**config.mk**
```make
export PLATFORM = sky130hd
export DESIGN_NAME = delta_rle_sample_encoder
export DESIGN_NICKNAME = d
export VERILOG_FILES = /design/src/hdl/drse_pkg.sv /design/src/hdl/delta_rle_sample_encoder.sv /design/src/hdl/drse_front.sv /design/src/hdl/drse_queue.sv /design/src/hdl/drse_back.sv
export SDC_FILE = /design/constraint.sdc
export NUM_CORES = 1
export LEC_CHECK = 0
export BUFFER_PORTS_ARGS = -buffer_cell sky130_fd_sc_hd__buf_2
export CORE_UTILIZATION = 35
export CTS_BUF_LIST = sky130_fd_sc_hd__clkbuf_4
export DETAILED_ROUTE_END_ITERATION = 8
export GPL_TIMING_DRIVEN = 0
export HOLD_SLACK_MARGIN = 0.08
export PLACE_DENSITY = 0.54
export SLEW_MARGIN = 20
export SYNTH_ARGS = -nofsm -noshare
export SYNTH_HDL_FRONTEND = slang
export SYNTH_SLANG_ARGS = --single-unit
export TNS_END_PERCENT = 10
```
**constraint.sdc**
```tcl
create_clock -name i_clk -period 9.3 [get_ports i_clk]
set_clock_uncertainty 0.05 [all_clocks]
set_input_delay 1.86 -clock i_clk [delete_from_list [all_inputs] [get_ports i_clk]]
set_output_delay 1.86 -clock i_clk [all_outputs]
set_load 0.1 [all_outputs]
```
**src/hdl/drse_pkg.sv**
```systemverilog
`timescale 1ns / 1ps
`default_nettype none

package drse_pkg;

    // sample and code widths
    localparam int SAMPLE_W = 8;
    localparam int CODE_W   = 10;
    localparam int LEN_W    = 4;
    localparam int RUN_W    = 4;

    // longest run sent as one word
    localparam int MAX_RUN  = 8;

    // largest delta magnitude sent in the short form
    localparam int SHORT_MAG_MAX = 30;

    // words one sample can cause
    localparam int WORDS_PER_ITEM = 3;
    localparam int CNT_W          = $clog2(WORDS_PER_ITEM + 1);

    // queue between front and back
    localparam int QDEPTH = 4;
    localparam int QPTR_W = $clog2(QDEPTH);
    localparam int QCNT_W = $clog2(QDEPTH + 1);

    // one code word
    typedef struct packed {
        logic [CODE_W-1:0] bits;
        logic [LEN_W-1:0]  len;
        logic              eos;
    } t_word;

    // all words of one sample, oldest in slot 0
    typedef struct packed {
        logic [CNT_W-1:0]                 cnt;
        t_word [WORDS_PER_ITEM-1:0]       words;
    } t_entry;

    // queue status seen by the front and the back
    typedef struct packed {
        logic full;
        logic empty;
    } t_q_status;

endpackage

`default_nettype wire

```
**src/hdl/delta_rle_sample_encoder.sv**
```systemverilog
`timescale 1ns / 1ps
`default_nettype none

// delta and run-length coder for signed 8-bit samples. a sample is taken on
// every edge where push is high and full is low, so the block can take one
// sample per cycle. each sample yields zero to three code words (right-aligned
// in o_code_bits, first bit sent is the top used bit, o_code_len bits valid);
// words leave one per cycle through empty/pop, the oldest first, and
// o_last_for_item marks the final word of each sample. a sample is classified
// and its words laid out in the cycle it is taken by the front, stored as one
// entry in a four-entry queue at that edge, and unpacked by the back into the
// output register once it heads the queue and the register is free or being
// popped. the back moves one word per cycle while pop is high, so the
// sustained rate is set by the words per sample: one sample per cycle when
// samples average at most one word (zero-delta samples inside a run cost
// nothing), with run flushes and end codes soaking into the queue; full
// rises only once the queue holds four waiting samples.

module delta_rle_sample_encoder
    import drse_pkg::*;
(
    input  wire logic                       i_clk,
    input  wire logic                       i_rst_n,
    // input transaction
    input  wire logic                       push,
    output logic                            full,
    input  wire logic signed [SAMPLE_W-1:0] i_sample,
    input  wire logic                       i_final_sample,
    // result transaction
    output logic                            empty,
    input  wire logic                       pop,
    output logic [CODE_W-1:0]               o_code_bits,
    output logic [LEN_W-1:0]                o_code_len,
    output logic                            o_end_of_stream,
    output logic                            o_last_for_item
);

    t_entry    front_entry;
    t_entry    head_entry;
    t_q_status q_status;
    logic      front_accept;
    logic      q_rd;

    // front: delta, run tracking and word layout per sample
    drse_front u_front (
        .i_clk          (i_clk),
        .i_rst_n        (i_rst_n),
        .i_push         (push),
        .i_sample       (i_sample),
        .i_final_sample (i_final_sample),
        .i_q_status     (q_status),
        .o_accept       (front_accept),
        .o_entry        (front_entry)
    );

    // queue of per-sample word groups, decouples the two sides
    drse_queue u_queue (
        .i_clk      (i_clk),
        .i_rst_n    (i_rst_n),
        .i_wr       (front_accept),
        .i_wr_entry (front_entry),
        .i_rd       (q_rd),
        .o_rd_entry (head_entry),
        .o_status   (q_status)
    );

    // back: one word per cycle into the output register, stalled while a waiting word is not popped
    drse_back u_back (
        .i_clk           (i_clk),
        .i_rst_n         (i_rst_n),
        .i_head          (head_entry),
        .i_q_status      (q_status),
        .o_q_rd          (q_rd),
        .i_pop           (pop),
        .o_empty         (empty),
        .o_code_bits     (o_code_bits),
        .o_code_len      (o_code_len),
        .o_end_of_stream (o_end_of_stream),
        .o_last_for_item (o_last_for_item)
    );

    // the front holds off while the queue has no free entry
    assign full = q_status.full;

endmodule

`default_nettype wire

```
**src/hdl/drse_front.sv**
```systemverilog
`timescale 1ns / 1ps
`default_nettype none

module drse_front
    import drse_pkg::*;
(
    input  wire logic                 i_clk,
    input  wire logic                 i_rst_n,
    input  wire logic                 i_push,
    input  wire logic [SAMPLE_W-1:0]  i_sample,
    input  wire logic                 i_final_sample,
    input  wire t_q_status            i_q_status,
    output logic                      o_accept,
    output t_entry                    o_entry
);

    logic [SAMPLE_W-1:0] r_prev;
    logic [RUN_W-1:0]    r_run;
    logic                r_first;

    logic [RUN_W-1:0]    n_run;

    // run word: 01 then count - 1
    function automatic t_word run_word(input logic [RUN_W-1:0] count);
        t_word w;
        logic [RUN_W-1:0] cm1;
        cm1    = count - RUN_W'(1);
        w.bits = {5'b00000, 2'b01, cm1[2:0]};
        w.len  = LEN_W'(5);
        w.eos  = 1'b0;
        return w;
    endfunction

    // short delta word: 00, length code, magnitude + 1 (inverted when negative)
    function automatic t_word delta_word(input logic [SAMPLE_W-1:0] mag, input logic neg);
        t_word w;
        logic [4:0] v;
        logic [4:0] vv;
        v    = mag[4:0] + 5'd1;
        vv   = neg ? ~v : v;
        w.eos = 1'b0;
        if (v[4]) begin
            w.bits = {3'b000, 2'b11, vv[4:0]};
            w.len  = LEN_W'(9);
        end else if (v[3]) begin
            w.bits = {4'b0000, 2'b10, vv[3:0]};
            w.len  = LEN_W'(8);
        end else if (v[2]) begin
            w.bits = {5'b00000, 2'b01, vv[2:0]};
            w.len  = LEN_W'(7);
        end else begin
            w.bits = {6'b000000, 2'b00, vv[1:0]};
            w.len  = LEN_W'(6);
        end
        return w;
    endfunction

    assign o_accept = i_push && !i_q_status.full;

    // classify the sample and lay out its words
    always_comb begin
        logic [SAMPLE_W-1:0] du;
        logic [SAMPLE_W-1:0] mag;
        logic                neg;
        logic [RUN_W-1:0]    rl_inc;
        logic [CNT_W-1:0]    k;
        du      = i_sample - r_prev;
        neg     = du[SAMPLE_W-1];
        mag     = neg ? (SAMPLE_W'(0) - du) : du;
        rl_inc  = r_run + RUN_W'(1);
        k       = '0;
        n_run   = r_run;
        o_entry = '0;

        if (r_first) begin
            o_entry.words[k] = '{bits: {2'b00, i_sample}, len: LEN_W'(8), eos: 1'b0};
            k                = k + CNT_W'(1);
            n_run            = '0;
        end else if (du == '0) begin
            if (rl_inc >= RUN_W'(MAX_RUN)) begin
                o_entry.words[k] = run_word(rl_inc);
                k                = k + CNT_W'(1);
                n_run            = '0;
            end else begin
                n_run = rl_inc;
            end
        end else begin
            // a non-zero delta breaks any open run
            if (r_run != '0) begin
                o_entry.words[k] = run_word(r_run);
                k                = k + CNT_W'(1);
            end
            n_run = '0;
            if (mag <= SAMPLE_W'(SHORT_MAG_MAX)) begin
                o_entry.words[k] = delta_word(mag, neg);
            end else begin
                o_entry.words[k] = '{bits: {2'b10, i_sample}, len: LEN_W'(10), eos: 1'b0};
            end
            k = k + CNT_W'(1);
        end

        if (i_final_sample) begin
            if (n_run != '0) begin
                o_entry.words[k] = run_word(n_run);
                k                = k + CNT_W'(1);
            end
            o_entry.words[k] = '{bits: CODE_W'(3), len: LEN_W'(2), eos: 1'b1};
            k                = k + CNT_W'(1);
        end

        o_entry.cnt = k;
    end

    always_ff @(posedge i_clk) begin
        if (!i_rst_n) begin
            r_prev  <= '0;
            r_run   <= '0;
            r_first <= 1'b1;
        end else if (o_accept) begin
            if (i_final_sample) begin
                r_prev  <= '0;
                r_run   <= '0;
                r_first <= 1'b1;
            end else begin
                r_prev  <= i_sample;
                r_run   <= n_run;
                r_first <= 1'b0;
            end
        end
    end

endmodule

`default_nettype wire

```
**src/hdl/drse_queue.sv**
```systemverilog
`timescale 1ns / 1ps
`default_nettype none

module drse_queue
    import drse_pkg::*;
(
    input  wire logic   i_clk,
    input  wire logic   i_rst_n,
    input  wire logic   i_wr,
    input  wire t_entry i_wr_entry,
    input  wire logic   i_rd,
    output t_entry      o_rd_entry,
    output t_q_status   o_status
);

    t_entry              r_mem [QDEPTH];
    logic [QPTR_W-1:0]   r_wr_ptr;
    logic [QPTR_W-1:0]   r_rd_ptr;
    logic [QCNT_W-1:0]   r_count;

    logic do_wr;
    logic do_rd;

    assign o_status.full  = (r_count == QCNT_W'(QDEPTH));
    assign o_status.empty = (r_count == '0);

    // entries with no words are never stored
    assign do_wr = i_wr && !o_status.full && (i_wr_entry.cnt != '0);
    assign do_rd = i_rd && !o_status.empty;

    assign o_rd_entry = r_mem[r_rd_ptr];

    always_ff @(posedge i_clk) begin
        if (do_wr) begin
            r_mem[r_wr_ptr] <= i_wr_entry;
        end
    end

    always_ff @(posedge i_clk) begin
        if (!i_rst_n) begin
            r_wr_ptr <= '0;
            r_rd_ptr <= '0;
            r_count  <= '0;
        end else begin
            if (do_wr) begin
                r_wr_ptr <= r_wr_ptr + QPTR_W'(1);
            end
            if (do_rd) begin
                r_rd_ptr <= r_rd_ptr + QPTR_W'(1);
            end
            case ({do_wr, do_rd})
                2'b10:   r_count <= r_count + QCNT_W'(1);
                2'b01:   r_count <= r_count - QCNT_W'(1);
                default: r_count <= r_count;
            endcase
        end
    end

endmodule

`default_nettype wire

```
**src/hdl/drse_back.sv**
```systemverilog
`timescale 1ns / 1ps
`default_nettype none

module drse_back
    import drse_pkg::*;
(
    input  wire logic          i_clk,
    input  wire logic          i_rst_n,
    input  wire t_entry        i_head,
    input  wire t_q_status     i_q_status,
    output logic               o_q_rd,
    input  wire logic          i_pop,
    output logic               o_empty,
    output logic [CODE_W-1:0]  o_code_bits,
    output logic [LEN_W-1:0]   o_code_len,
    output logic               o_end_of_stream,
    output logic               o_last_for_item
);

    logic                r_valid;
    t_word               r_word;
    logic                r_last;
    logic [CNT_W-1:0]    r_idx;

    logic                take;
    logic                load;
    logic                head_last;
    t_word               head_word;

    assign take = i_pop && r_valid;
    assign load = !i_q_status.empty && (!r_valid || take);

    always_comb begin
        case (r_idx)
            CNT_W'(0): head_word = i_head.words[0];
            CNT_W'(1): head_word = i_head.words[1];
            default:   head_word = i_head.words[2];
        endcase
    end

    assign head_last = (r_idx == (i_head.cnt - CNT_W'(1)));
    assign o_q_rd    = load && head_last;

    // output word register
    always_ff @(posedge i_clk) begin
        if (load) begin
            r_word <= head_word;
            r_last <= head_last;
        end
    end

    always_ff @(posedge i_clk) begin
        if (!i_rst_n) begin
            r_valid <= 1'b0;
            r_idx   <= '0;
        end else begin
            if (load) begin
                r_valid <= 1'b1;
                r_idx   <= head_last ? '0 : (r_idx + CNT_W'(1));
            end else if (take) begin
                r_valid <= 1'b0;
            end
        end
    end

    assign o_empty         = !r_valid;
    assign o_code_bits     = r_word.bits;
    assign o_code_len      = r_word.len;
    assign o_end_of_stream = r_word.eos;
    assign o_last_for_item = r_last;

endmodule

`default_nettype wire

```
==> impl_metrics.env <==
export IMPL_placedCellCount=1010
export IMPL_synth_cells=654
export IMPL_numClockSinks=180
export IMPL_hold_buffers=0
export IMPL_synth_area_top_cells="edfxtp_1, mux4_2, dfxtp_1"
export IMPL_htree_levels=4
export IMPL_crit_path_start_kind="input pin"
export IMPL_drt_iter0_markers=320
export IMPL_cts_resized=0
export IMPL_period_share_pct=82.2
export IMPL_setup_tns_ps=0
export IMPL_die_area_mm2=0.0259
export IMPL_num_vias=5515
export IMPL_hold_class="reg -> reg"
export IMPL_port_buffers=28
export IMPL_ys_types=80
export IMPL_cts_root_buf="clkbuf_4"
export IMPL_crit_start="i_sample[0]"
export IMPL_drt_first_pass_iters=5
export IMPL_clk_path_buf_depth=2
export IMPL_setup_viol=0
export IMPL_grt_antenna_before_repair=1
export IMPL_reg2reg_slack_ps=2870
export IMPL_report_power_total_uw=2460
export IMPL_layout_cells_non_filler=1042
export IMPL_synth_most_common_cell="edfxtp_1"
export IMPL_grt_setup_unrepaired="false"
export IMPL_cts_setup_buffers=0
export IMPL_syn_cell_area_mm2=0.00885
export IMPL_route_detailed_drc=0
export IMPL_diodes=0
export IMPL_yosysTopAreaCellShare_pct=52.6
export IMPL_yosys_area_top_type="edfxtp_1"
export IMPL_ys_flop_type="edfxtp_1"
export IMPL_die_w_um=161
export IMPL_max_vdd_ir_drop_uv=177
export IMPL_viasPerCell=5.29
export IMPL_leakage_uw=0.00342
export IMPL_initial_utilization_pct=36.1
export IMPL_finalCriticalPeriod_ps=7650
export IMPL_cts_tree="done"
export IMPL_whs_endpoint="u_back.r_valid"
export IMPL_synth_nets=699
export IMPL_finalHoldViolations=0
export IMPL_status="complete, no violations"
export IMPL_ant_nets=0
export IMPL_nNetsFinal=750
export IMPL_overflow=0
export IMPL_row_count=57
export IMPL_grt_first_pass_wirelength_mm=30.9
export IMPL_grt_max_degree=24
export IMPL_wl_per_cell_um=18.8
export IMPL_worstHoldPathCells=2
export IMPL_ys_seq_area_share_pct=58.2
export IMPL_max_freq_mhz=131
export IMPL_io_pins=31
export IMPL_reg2regPathDepth=19
export IMPL_die_h_um=161
export IMPL_syn_to_final_growth_pct=10.6
export IMPL_p_per_area_mw_per_mm2=251
export IMPL_critical_path_class="in -> reg"
export IMPL_wirelength_mm=19.6
export IMPL_tightest_slew_ps=967
export IMPL_drive_gt1_share_pct=18.2
export IMPL_hpwlAfterDp_mm=14.2
export IMPL_cts_buffers=17
export IMPL_crit_required_ps=9530
export IMPL_reg2reg_from="u_front.r_prev[0]"
export IMPL_worstPathArrival_ps=7870
export IMPL_drv_cap=0
export IMPL_hp_start="u_back.r_valid"
export IMPL_syn_avg_cell_area_um2=13.5
export IMPL_slew_headroom_pct=35.6
export IMPL_r2r_end="u_queue.r_mem[2][9]"
export IMPL_synthTopCellsByCount="edfxtp_1, inv_1, nand2_1"
export IMPL_core_mm2=0.0245
export IMPL_crit_path_end_kind="register"
export IMPL_final_util_pct=39.9
export IMPL_cp_max_fo=23
export IMPL_synth_edf_count=155
export IMPL_maxSlewViolCount=0
export IMPL_synthArstFlopShare_pct=0
export IMPL_grt_pass1_vias=5653
export IMPL_track_usage_pct=15.8
export IMPL_place_congestion=0.876
export IMPL_clk_pin_slew_worst_paths_ps=140
export IMPL_ys_warn_count=0
export IMPL_synth_seq_cells=180
export IMPL_clk_latency_ps=560
state kept, by name, indices dropped and copies added (netlist names), named ones only:
register                flops
u_front.r_first             1
u_back.r_valid              1
u_front.r_prev              8
u_queue.r_wr_ptr            2
u_queue.r_count             3
u_back.o_code_len           4
u_back.o_last_for_item      1
u_queue.r_mem             140
u_back.r_idx                2
u_queue.r_rd_ptr            2
u_front.r_run               4
u_back.o_end_of_stream      1
u_back.o_code_bits          9
worst max path at each step:
stage,to,cells after the start
floorplan,u_queue.r_mem[0][0],19
global placement,u_queue.r_mem[3][11],20
detailed placement,u_queue.r_mem[2][9],21
CTS,u_queue.r_mem[2][9],21
global route,u_queue.r_count[2],26
finish,u_queue.r_mem[2][9],21
cell families (layout without fill, tap and decap cells):
kind of cell,count (synthesis),count (layout),share of synthesized area (%)
other,1,1,0.0424
AOI/OAI and AO/OA,116,116,9.98
and+or+nand+nor,188,188,11.3
muxes,43,43,9.84
DFF,180,180,58.2
adders and majority gates,32,32,4.69
xor gates and xnor gates,24,24,2.74
buffers and inverters,70,134,3.19
worst max-delay path, stage by stage:
cell and delay [ps]:
buf_2 120, inv_1 150, ha_1 170, inv_1 50
fa_1 430, xnor2_1 580, nand2_1 210, nor2_1 290
nand4_1 400, nor4_1 710, inv_1 170, ha_1 260
inv_1 90, a41o_1 190, buf_2 240, nor2_1 60
a21oi_1 220, ha_1 320, a311oi_4 410, and2_2 680
buf_16 230
through the flow:
step | area [um2] | worst slack [ps] | hold WS (ps)
final | 9790 | 1650 | 448
after global routing | 9790 | 1170 | 474
after global placement | 9400 | 219 | 425
after detailed placement | 9500 | 1030 | 440
after floorplan | 8850 | 2280 | 405
after CTS | 9790 | 1630 | 456
cell usage in the layout (no fill, tap or decap), types with 6 or more instances in the layout:
cell	count
a21o_1	6
a21oi_1	28
a22o_1	6
a22oi_1	8
and2_1	11
and3_1	15
buf_2	30
clkbuf_1	19
clkbuf_4	18
dfxtp_1	25
edfxtp_1	155
ha_1	30
inv_1	41
mux2i_1	6
mux4_2	35
nand2_1	39
nand3_1	25
nor2_1	33
nor2b_1	13
nor3_1	15
o21ai_0	15
or3_1	7
xnor2_1	16
xor2_1	6
final cells by class:
type / count / area (um2)
fillers: 2334 / 14700
flip-flops and latches: 180 / 5150
multi-input cells: 404 / 3420
well taps: 324 / 405
repair buffers: 32 / 235
inverters: 43 / 164
clock inverters: 14 / 159
clock buffers: 18 / 135
plain buffers: 27 / 119
per-layer routing:
layer	global-route usage, %	wire length [um]	vias to the layer above	share of wire [%]
li1	-	-	2586	-
met3	2.88	902	14	4.6
met2	26.4	9620	135	49
met5	0	0	-	0
met4	4.37	174	0	0.89
met1	21.2	8910	2780	45
where the power goes:
group	total [uW]	leakage [uW]	internal [uW]	switching, uW
clock network	443	0.000160	149	294
registers	1050	0.00164	1020	31.6
logic	968	0.00163	290	678
(Power assumes the default switching activity.)
